## config.mk

```make
export PLATFORM = sky130hd
export DESIGN_NAME = confidence_based_example_replacement
export DESIGN_NICKNAME = d
export VERILOG_FILES = /design/src/hdl/cber_pkg.sv /design/src/hdl/confidence_based_example_replacement.sv
export SDC_FILE = /design/constraint.sdc
export NUM_CORES = 2
export LEC_CHECK = 0
export BUFFER_PORTS_ARGS = -buffer_cell sky130_fd_sc_hd__buf_2
export CORE_MARGIN = 4
export CORE_UTILIZATION = 45
export DETAILED_ROUTE_END_ITERATION = 10
export PLACE_DENSITY_LB_ADDON = 0.12
export SETUP_SLACK_MARGIN = 0.05
export SLEW_MARGIN = 10
export SYNTH_ARGS = -nofsm -noshare
export SYNTH_HDL_FRONTEND = slang
export SYNTH_MEMORY_MAX_BITS = 65536
export SYNTH_SLANG_ARGS = --single-unit
```

## constraint.sdc

```tcl
create_clock -name clk -period 8.9 [get_ports clk]
set_clock_uncertainty 0.05 [all_clocks]
set_input_delay 0.89 -clock clk [delete_from_list [all_inputs] [get_ports clk]]
set_output_delay 0.89 -clock clk [all_outputs]
set_load 0.1 [all_outputs]
```

## src/hdl/cber_pkg.sv

```systemverilog
// Shared constants and types for the example replacement block.
`default_nettype none
package cber_pkg;
    localparam int NumSlots = 32;
    localparam int IdxW     = $clog2(NumSlots);
    localparam int FillW    = IdxW + 1;
    localparam int ConfW    = 32;
    localparam int ScoreW   = ConfW + 1;
    localparam int OrderW   = 32;
    localparam int EntryW   = ScoreW + OrderW;

    localparam logic [1:0] ActAppend  = 2'd0;
    localparam logic [1:0] ActReplace = 2'd1;
    localparam logic [1:0] ActNone    = 2'd2;

    localparam logic [1:0] RegTarget   = 2'd0;
    localparam logic [1:0] RegKeep     = 2'd1;
    localparam logic [1:0] RegCapacity = 2'd2;

    localparam logic KindStored    = 1'b0;
    localparam logic KindCandidate = 1'b1;

    typedef struct packed {
        logic [OrderW-1:0]        order;
        logic signed [ScoreW-1:0] score;
    } entry_t;
endpackage
`default_nettype wire

```

## src/hdl/confidence_based_example_replacement.sv

```systemverilog
// Example replacement: loads slot and candidate scores and picks placements at batch end.
// While loading, a score transaction is taken whenever one is offered. On the transaction
// marked tlast the block stops taking input and runs selection: every placement costs one
// full scan of the two 32-entry score memories (one read port each): all 32 addresses are
// read in turn, the compare pipeline empties and one decide step follows, held longer
// while the output register is stalled. One more scan ends the batch before input is
// taken again. Result transactions leave through an output register.
`default_nettype none
module confidence_based_example_replacement
    import cber_pkg::*;
(
    input  wire logic        clk,
    input  wire logic        rst_n,
    input  wire logic        psel,
    input  wire logic        penable,
    input  wire logic        pwrite,
    input  wire logic [3:0]  paddr,
    input  wire logic [31:0] pwdata,
    output logic      [31:0] prdata,
    output logic             pready,
    input  wire logic        s_axis_tvalid,
    output logic             s_axis_tready,
    // [4:0] item_index, [5] predicted_positive, [37:6] confidence, [39:38] zero
    input  wire logic [39:0] s_axis_tdata,
    // [0] kind
    input  wire logic        s_axis_tuser,
    input  wire logic        s_axis_tlast,
    output logic             m_axis_tvalid,
    input  wire logic        m_axis_tready,
    // [4:0] slot, [9:5] candidate, [15:10] zero
    output logic      [15:0] m_axis_tdata,
    // [1:0] action
    output logic      [1:0]  m_axis_tuser,
    output logic             m_axis_tlast
);
    typedef enum logic [1:0] {S_LOAD, S_SCAN, S_LAST, S_DECIDE} state_t;

    state_t state_reg;
    logic              target_reg;
    logic [FillW-1:0]  keep_reg, cap_reg, filled_reg, start_reg, cap_eff;
    logic [OrderW-1:0] arrival_reg;
    logic [NumSlots-1:0] s_valid_reg, c_valid_reg, s_used_reg, c_used_reg;
    entry_t smem [NumSlots];
    entry_t cmem [NumSlots];
    entry_t s_rdata_reg, c_rdata_reg, s_best_reg, c_best_reg, new_entry;
    logic [IdxW-1:0] scan_addr_reg, cmp_idx_reg, s_best_idx_reg, c_best_idx_reg;
    logic cmp_vld_reg, s_found_reg, c_found_reg;
    logic pend_vld_reg;
    logic [1:0] pend_act_reg;
    logic [IdxW-1:0] pend_slot_reg, pend_cand_reg;
    logic out_vld_reg, out_last_reg;
    logic [1:0] out_act_reg;
    logic [IdxW-1:0] out_slot_reg, out_cand_reg;

    logic in_acc, cfg_wr, out_free, out_load, appendable, cont;
    logic c_elig, s_elig, c_better, s_better;
    logic [IdxW-1:0] in_idx;
    logic signed [ScoreW-1:0] conf_ext;

    assign pready = 1'b1;
    assign cfg_wr = psel & penable & pwrite & pready;
    always_comb
    begin
        case (paddr[3:2])
            RegTarget:   prdata = {31'd0, target_reg};
            RegKeep:     prdata = {26'd0, keep_reg};
            RegCapacity: prdata = {26'd0, cap_reg};
            default:     prdata = 32'd0;
        endcase
    end

    assign s_axis_tready = (state_reg == S_LOAD);
    assign in_acc   = s_axis_tvalid & s_axis_tready;
    assign in_idx   = s_axis_tdata[IdxW-1:0];
    assign conf_ext = ScoreW'($signed(s_axis_tdata[37:6]));
    assign new_entry.order = arrival_reg;
    assign new_entry.score = (s_axis_tdata[5] != target_reg) ? -conf_ext : conf_ext;

    assign cap_eff = (cap_reg == '0) ? FillW'(1) :
                     (cap_reg > FillW'(NumSlots)) ? FillW'(NumSlots) : cap_reg;
    assign appendable = filled_reg < cap_eff;
    assign cont = c_found_reg &&
                  (appendable || (s_found_reg && (c_best_reg.score < s_best_reg.score)));
    assign out_free = !out_vld_reg || m_axis_tready;
    assign out_load = (state_reg == S_DECIDE) && out_free && (!cont || pend_vld_reg);

    assign c_elig = c_valid_reg[cmp_idx_reg] && !c_used_reg[cmp_idx_reg];
    assign s_elig = s_valid_reg[cmp_idx_reg] && !s_used_reg[cmp_idx_reg] &&
                    ({1'b0, cmp_idx_reg} >= keep_reg) && ({1'b0, cmp_idx_reg} < start_reg);
    assign c_better = !c_found_reg || (c_rdata_reg.score < c_best_reg.score) ||
                      ((c_rdata_reg.score == c_best_reg.score) &&
                       (c_rdata_reg.order < c_best_reg.order));
    assign s_better = !s_found_reg || (s_rdata_reg.score > s_best_reg.score) ||
                      ((s_rdata_reg.score == s_best_reg.score) &&
                       (s_rdata_reg.order < s_best_reg.order));

    always_ff @(posedge clk)
    begin
        if (in_acc && s_axis_tuser == KindStored)
        begin
            smem[in_idx] <= new_entry;
        end
        if (in_acc && s_axis_tuser == KindCandidate)
        begin
            cmem[in_idx] <= new_entry;
        end
        s_rdata_reg <= smem[scan_addr_reg];
        c_rdata_reg <= cmem[scan_addr_reg];
    end

    always_ff @(posedge clk or negedge rst_n)
    begin
        if (!rst_n)
        begin
            state_reg     <= S_LOAD;
            target_reg    <= 1'b1;
            keep_reg      <= FillW'(1);
            cap_reg       <= FillW'(NumSlots);
            filled_reg    <= '0;
            start_reg     <= '0;
            arrival_reg   <= '0;
            s_valid_reg   <= '0;
            c_valid_reg   <= '0;
            s_used_reg    <= '0;
            c_used_reg    <= '0;
            scan_addr_reg <= '0;
            cmp_vld_reg   <= 1'b0;
            s_found_reg   <= 1'b0;
            c_found_reg   <= 1'b0;
            pend_vld_reg  <= 1'b0;
            out_vld_reg   <= 1'b0;
        end
        else
        begin
            if (cfg_wr)
            begin
                case (paddr[3:2])
                    RegTarget:   target_reg <= pwdata[0];
                    RegKeep:     keep_reg   <= pwdata[FillW-1:0];
                    RegCapacity: cap_reg    <= pwdata[FillW-1:0];
                    default:     ;
                endcase
            end
            if (out_load)
            begin
                out_vld_reg <= 1'b1;
            end
            else if (m_axis_tready)
            begin
                out_vld_reg <= 1'b0;
            end
            cmp_vld_reg <= (state_reg == S_SCAN);
            if (cmp_vld_reg && c_elig && c_better)
            begin
                c_found_reg    <= 1'b1;
                c_best_reg     <= c_rdata_reg;
                c_best_idx_reg <= cmp_idx_reg;
            end
            if (cmp_vld_reg && s_elig && s_better)
            begin
                s_found_reg    <= 1'b1;
                s_best_reg     <= s_rdata_reg;
                s_best_idx_reg <= cmp_idx_reg;
            end
            case (state_reg)
                S_LOAD:
                begin
                    if (in_acc)
                    begin
                        if (s_axis_tuser == KindStored)
                        begin
                            s_valid_reg[in_idx] <= 1'b1;
                        end
                        else
                        begin
                            c_valid_reg[in_idx] <= 1'b1;
                        end
                        if (arrival_reg != '1)
                        begin
                            arrival_reg <= arrival_reg + OrderW'(1);
                        end
                        if (s_axis_tlast)
                        begin
                            start_reg     <= filled_reg;
                            scan_addr_reg <= '0;
                            s_found_reg   <= 1'b0;
                            c_found_reg   <= 1'b0;
                            state_reg     <= S_SCAN;
                        end
                    end
                end
                S_SCAN:
                begin
                    cmp_idx_reg <= scan_addr_reg;
                    if (scan_addr_reg == IdxW'(NumSlots - 1))
                    begin
                        state_reg <= S_LAST;
                    end
                    else
                    begin
                        scan_addr_reg <= scan_addr_reg + IdxW'(1);
                    end
                end
                S_LAST:
                begin
                    if (!cmp_vld_reg)
                    begin
                        state_reg <= S_DECIDE;
                    end
                end
                S_DECIDE:
                begin
                    if (out_free)
                    begin
                        if (cont)
                        begin
                            if (pend_vld_reg)
                            begin
                                out_act_reg  <= pend_act_reg;
                                out_slot_reg <= pend_slot_reg;
                                out_cand_reg <= pend_cand_reg;
                                out_last_reg <= 1'b0;
                            end
                            pend_vld_reg  <= 1'b1;
                            pend_cand_reg <= c_best_idx_reg;
                            c_used_reg[c_best_idx_reg] <= 1'b1;
                            if (appendable)
                            begin
                                pend_act_reg  <= ActAppend;
                                pend_slot_reg <= filled_reg[IdxW-1:0];
                                filled_reg    <= filled_reg + FillW'(1);
                            end
                            else
                            begin
                                pend_act_reg  <= ActReplace;
                                pend_slot_reg <= s_best_idx_reg;
                                s_used_reg[s_best_idx_reg] <= 1'b1;
                            end
                            scan_addr_reg <= '0;
                            s_found_reg   <= 1'b0;
                            c_found_reg   <= 1'b0;
                            state_reg     <= S_SCAN;
                        end
                        else
                        begin
                            out_last_reg <= 1'b1;
                            out_act_reg  <= pend_vld_reg ? pend_act_reg : ActNone;
                            out_slot_reg <= pend_vld_reg ? pend_slot_reg : '0;
                            out_cand_reg <= pend_vld_reg ? pend_cand_reg : '0;
                            pend_vld_reg <= 1'b0;
                            s_valid_reg  <= '0;
                            c_valid_reg  <= '0;
                            s_used_reg   <= '0;
                            c_used_reg   <= '0;
                            arrival_reg  <= '0;
                            state_reg    <= S_LOAD;
                        end
                    end
                end
                default: state_reg <= S_LOAD;
            endcase
        end
    end

    assign m_axis_tvalid = out_vld_reg;
    assign m_axis_tdata  = {6'd0, out_cand_reg, out_slot_reg};
    assign m_axis_tuser  = out_act_reg;
    assign m_axis_tlast  = out_last_reg;

    a_fill_bound: assert property (@(posedge clk) disable iff (!rst_n)
        filled_reg <= FillW'(NumSlots))
        else $error("fill level beyond store size");
    a_none_last: assert property (@(posedge clk) disable iff (!rst_n)
        (m_axis_tvalid && m_axis_tuser == ActNone) |-> m_axis_tlast)
        else $error("empty result not final");
    a_used_valid: assert property (@(posedge clk) disable iff (!rst_n)
        ((c_used_reg & ~c_valid_reg) == '0) && ((s_used_reg & ~s_valid_reg) == '0))
        else $error("used entry without score");
    a_load_clean: assert property (@(posedge clk) disable iff (!rst_n)
        (state_reg == S_LOAD) |-> (!pend_vld_reg && c_used_reg == '0))
        else $error("selection state left over");
endmodule
`default_nettype wire
```

# [Word-level counts from Yosys, hierarchy flattened]
# Memory sizes are Yosys's and may differ from the RTL's. A register that Yosys moved wholly into a read port is not among the register bits.
# Cells that the tools add are included.
[totals] latchBits=0 ff_bits=367 elab_cells=215 memories=2 rom_bits=0 ram_bits=4160 out_inout_bits=54
[memory_table] name="cmem" words=32 width=65 read_ports=1 rd_ports_with_merged_regs=1 wr=1 line="confidence_based_example_replacement.sv:44" source="entry_t cmem [NumSlots];"
[memory_table] name="smem" words=32 width=65 read_ports=1 rd_ports_with_merged_regs=1 wr=1 line="confidence_based_example_replacement.sv:43" source="entry_t smem [NumSlots];"
[op_classes] shift=0 n_mul=0 reduce_logical=55 n_addsub=4 n_mux=76 div=0 magnitude_cmp=16 eq_ne=23 bitwise=8
[op_table] cell="$mux W32" n=11
[op_table] cell="$pmux W32 S2" n=3
[op_table] cell="$or A32 B32 Y32" n=4
[op_table] cell="$eq A33 B33 Y1" n=2
[op_table] cell="$lt A33 B33 Y1" n=2
[op_table] cell="$lt A32 B32 Y1" n=2
[op_table] cell="$mux W5" n=12
[op_table] cell="$gt A33 B33 Y1" n=1
[op_table] cell="$mux W33" n=1
[op_table] cell="$neg A32 Y33" n=1
[op_table] cell="$add A32 B1 Y32 const B" n=1
[op_table] cell="$ne A32 B32 Y1 const B" n=1
[op_table] cell="$mux W1" n=27
[op_table] cell="$lt A5 B6 Y1 const B" n=4
[op_table] cell="$bmux W1 S5" n=4
[op_table] cell="$reduce_and A5 Y1" n=4
[op_table] cell="$logic_and A1 B1 Y1" n=19
[op_table] cell="$pmux W6 S3" n=1
[op_table] cell="$mux W2" n=8
[op_table] cell="$ne A2 B2 Y1 const B" n=8
[op_table] cell="$demux W1 S5" n=3
[op_table] cell="$ge A5 B1 Y1 const B" n=3
[op_table] cell="$pmux W5 S3" n=1
[op_table] cell="$reduce_and A2 Y1" n=7
[op_table] cell="25 further kinds" n=52

# [Depth between registers and ports, before layout]
[depth] ltp_word=12 mapped_depth=13

# [Least setup slack after synthesis]
# No wires, ideal clock.
[synth_timing] path_kind="reg2reg" from="reg s_best_reg[26] (netlist bit)" to="reg s_best_idx_reg[0] (enable)" setup_slack_ps=2783 setup_ps=540 arrival_time_ps=5527 path_stages_with_launch=11 t_required_ps=8310 n_path_buf=0 cell_sequence="edfxtp_1 inv_1 ha_1 a21o_1 a21o_1 a21oi_1 o21a_1 o21ai_0 o21bai_1 mux2_2 a31oi_1"
[synth_between] elab_chain_cells=5
[synth_lines] item="from (decl)" line="confidence_based_example_replacement.sv:45" source="entry_t s_rdata_reg, c_rdata_reg, s_best_reg, c_best_reg, new_entry;"
[synth_lines] item="from (signal assigned)" line="confidence_based_example_replacement.sv:162" source="s_best_reg <= s_rdata_reg;"
[synth_lines] item="$gt A33 B33 Y1 / $eq A33 B33 Y1 (equally long branches)" line="confidence_based_example_replacement.sv:93, confidence_based_example_replacement.sv:94"
[synth_lines] item="$logic_or A1 B1 Y1 / $logic_and A1 B1 Y1 (equally long branches)" line="confidence_based_example_replacement.sv:93, confidence_based_example_replacement.sv:94"
[synth_lines] item="$logic_or A1 B1 Y1 *" line="confidence_based_example_replacement.sv:93" source="assign s_better = !s_found_reg || (s_rdata_reg.score > s_best_reg.score) ||"
[synth_lines] item="$logic_and A1 B1 Y1 *" line="confidence_based_example_replacement.sv:159" source="if (cmp_vld_reg && s_elig && s_better)"
[synth_lines] item="$reduce_and A2 Y1 (no source line) *"
[synth_lines] item="to (signal assigned)" line="confidence_based_example_replacement.sv:163" source="s_best_idx_reg <= cmp_idx_reg;"
[synth_lines] item="to (decl)" line="confidence_based_example_replacement.sv:46" source="logic [IdxW-1:0] scan_addr_reg, cmp_idx_reg, s_best_idx_reg, c_best_idx_reg;"
# Every way passes the cells marked *; elsewhere a longest branch is shown, timed or not.
# A chain may end at the register's enable or synchronous reset.

# [Worst setup path in the final report]
[layout_timing] from="reg cmp_idx_reg[0]" to="reg c_best_reg[5] (netlist bit) (enable)"
[layout_between] elab_chain_cells=7
[layout_lines] item="from (decl)" line="confidence_based_example_replacement.sv:46"
[layout_lines] item="from (signal assigned)" line="confidence_based_example_replacement.sv:194" source="cmp_idx_reg <= scan_addr_reg;"
[layout_lines] item="$bmux W1 S5" line="confidence_based_example_replacement.sv:87" source="assign c_elig = c_valid_reg[cmp_idx_reg] && !c_used_reg[cmp_idx_reg];"
[layout_lines] item="$mux W1 (not written as such)" line="confidence_based_example_replacement.sv:87"
[layout_lines] item="$logic_not A1 Y1" line="confidence_based_example_replacement.sv:87"
[layout_lines] item="$logic_and A1 B1 Y1 *" line="confidence_based_example_replacement.sv:87"
[layout_lines] item="$logic_and A1 B1 Y1 * (2 in a row)" line="confidence_based_example_replacement.sv:153" source="if (cmp_vld_reg && c_elig && c_better)"
[layout_lines] item="$reduce_and A2 Y1 (no source line) *"
[layout_lines] item="to (signal assigned)" line="confidence_based_example_replacement.sv:156" source="c_best_reg <= c_rdata_reg;"
[layout_lines] item="to (decl)" line="confidence_based_example_replacement.sv:45"
# Every way passes the cells marked *; elsewhere a longest branch is shown, timed or not. The select of a mux whose other input is x is not followed.

==> results.cfg <==
[run_status]
status = finished, final reports clean

[logic_synthesis]
synth_cell_types = 71
synth_area_leaders = edfxtp_1 (72%), mux4_2 (16%), dfrtp_1 (2.7%)
synth-adder-area-share_pct = 1.28
synth-seq-cells = 4656
yosysSeqAreaShare_pct = 76.5
synth_xor_area_share_pct = 0.258
synth_commonest_cells = edfxtp_1 (4,329), mux4_2 (1,309), clkbuf_1 (302), nor2_1 (256), dfrtp_1 (194)
synth_edf_count = 4329
postSynthAreaPerCell_um2 = 22.4
yosysTopAreaCell = edfxtp_1
synthDominantCellAreaShare_pct = 72.3
synth-simple-area-share_pct = 1.71
ys_warn_count = 0
yosysMostFrequentCell = edfxtp_1
synth_compound_area_share_pct = 1.50
ys.flop_type = edfxtp_1
syn_inst = 8015
muxShareOfSynthArea_pct = 17.4
synth_top_family_by_area = multiplexers
syn_area_um2 = 180000
synth_async_sr_flop_share_pct = 4.23

[power_and_ir_drop]
p_leak_nw = 67.9
powerDensity_nw_per_um2 = 258
ir_drop_uv = 186

[job]
cap_viol_max_count = 0

[clock_tree]
clock_latency_ns = 0.98
clockBufferDepth = 4
cts.reportedPaths.clkPinSlew_ns = 0.06
h-tree-depth = 5
cts_tree = done
cts_setup_buffers = 0
cts-buffers-inserted = 477
cts_root_buf = clkbuf_16
cts_sinks = 4656

[detailed_routing]
num_vias = 86500
firstDrtPassIters = 5
remaining_drc_errors = 0
routedWlPerCell_um = 34.9
drtAntennaViolNets = 0
totalWireLength_um = 493000
first_iter_violations = 10300
avgViaCountPerCell = 6.14

[setup_path]
cp-start-kind = flip-flop
crit_fanout = 64
critPathArrivalTime_ns = 5.59
r2r_cells = 9
cp.required_ns = 9.44
critPathMaxStageDelay_ns = 0.91
crit_chain = buf_4, inv_1, o32ai_1, mux4_2, mux4_2, and2_1, nand2_1, a31oi_4, buf_4
cp-end-kind = flip-flop
slowest_stage = buf_4
worstSetupPathType = flip-flop to flip-flop
r2r_start = cmp_idx_reg[0]
r2r-end = c_best_reg[5]
r2r_setup_slack_ns = 3.86

[die]
initial_utilization_pct = 45.3
boundaryPins = 139
dieArea_um2 = 410000
die_y_um = 640
fp.dieW_um = 640
num_rows = 231
core_area_um2 = 397000

[layout]
multi_input_area_um2 = 40900
layout-drive-gt1-share_pct = 29.6
seq_area_um2 = 138000
fillerInstances = 30900
top_regs = cmem x2080, smem x2080
final_util_pct = 51.4
area.growth.synth_to_final_pct = 13.4
nets = 8707

[place]
io_buffers = 75
gp_congestion = 0.859
dp_hpwl_um = 248000

[timing]
rsz0062_at_grt = false
tightest_slew_ns = 1.29
tns_ns = 0
finalSetupViolCount = 0
drv_slew = 0
hold_slack_ns = 0.100
relSlewSlack_pct = 14.0
fmax_mhz = 198
hold_viol = 0
period_minus_slack_ns = 5.04
fin_crit_sh_pct = 56.7

[hold_path]
whs_endpoint = keep_reg[1]
hp-class = input pin to flip-flop
worstHoldStart = pwdata[1]
hold_depth = 3

[global_route]
grt_pass1_vias = 87900
grt_antenna_before_repair = 20
grt_max_degree = 144
grt_use_total_pct = 24.0
grt_pass1_wl_um = 688000
grt-ovfl-total = 0
worst max path at each step:
| stage | start | to | cells past startpoint |
|---|---|---|---|
| after detailed placement | c_best_reg[6] | c_best_idx_reg[2] | 10 |
| after global placement | c_best_reg[6] | c_best_idx_reg[0] | 10 |
| final | cmp_idx_reg[0] | c_best_reg[5] | 9 |
| after floorplan | s_best_reg[26] | s_best_idx_reg[0] | 10 |
| after CTS | c_best_reg[6] | c_best_reg[58] | 10 |
| after global routing | cmp_idx_reg[0] | c_best_reg[14] | 9 |
power by group:
part	switching [mW]	internal [mW]	total, mW	leakage [nW]
Clock	8.24	11.2	19.5	7.45
Sequential	0.497	25.4	25.9	46.3
Combinational	4.35	2.79	7.14	14.2
Total	13.1	39.4	52.5	67.9
routing by layer:
metal	GRT usage [%]	part of all wire, %	routed length (µm)
met2	39.1	49	241000
met5	0	0.0028	14
met4	5.21	2.2	11100
met1	34.6	42	207000
met3	3.55	6.7	33100
critical path, delay by kind of cell, from the launching register on:
kind	cells	cell delay, ns
muxes	2	0.56
and+or+nand+nor	2	0.61
buffers and inverters	3	1.72
AOI/OAI and AO/OA	2	1.25
DFF	1	0.32
repair_timing:
action	4_1_cts	5_1_grt
hold buffers	4	0
endpoints found under the hold margin	59	0
gates resized for setup	0	0
layout by cell type (no fill, tap or decap), types with 74 or more instances in the layout:
| cell type | netlist | final |
|---|---|---|
| clkinv_1 | 0 | 79 |
| dfxtp_1 | 130 | 130 |
| nand2_1 | 140 | 140 |
| nor2_1 | 256 | 191 |
| clkbuf_16 | 0 | 487 |
| clkinv_2 | 0 | 86 |
| edfxtp_1 | 4329 | 4329 |
| clkbuf_1 | 302 | 141 |
| buf_4 | 38 | 194 |
| mux2_2 | 153 | 153 |
| inv_1 | 191 | 191 |
| buf_2 | 20 | 74 |
| a21oi_1 | 145 | 145 |
| mux4_2 | 1309 | 1309 |
| ha_1 | 184 | 184 |
| dfrtp_1 | 194 | 165 |
cells by family (layout without fill, tap and decap cells):
family          after synthesis  in the layout
buf+inv                     596           1400
simple gates                651            651
mux                        1464           1464
other cells                   2             42
xor+xnor                     53             53
fa+ha+maj                   184            184
flops                      4656           4656
compound gates              409            409
cell type report:
cell class,instances,area share (%)
diodes,9,0.0111
clock buffers,663,6.48
clock inverters,228,0.982
inverters,191,0.352
multi-input cells,2794,20.1
flip-flops and latches,4656,67.5
well taps,5242,3.22
repair buffers,318,1.36
through the flow:
step	area, µm²	total power, mW	std cells	worst slack, ns
detailed placement	189000	33.6	13200	3.87
global placement	189000	33.4	13200	3.91
global route	204000	54.5	14100	3.69
finish	204000	52.5	14100	3.86
floorplan	180000	31.2	8046	2.78
CTS	204000	53.0	14100	3.81
No activity file was read; power rests on OpenSTA's default activity.
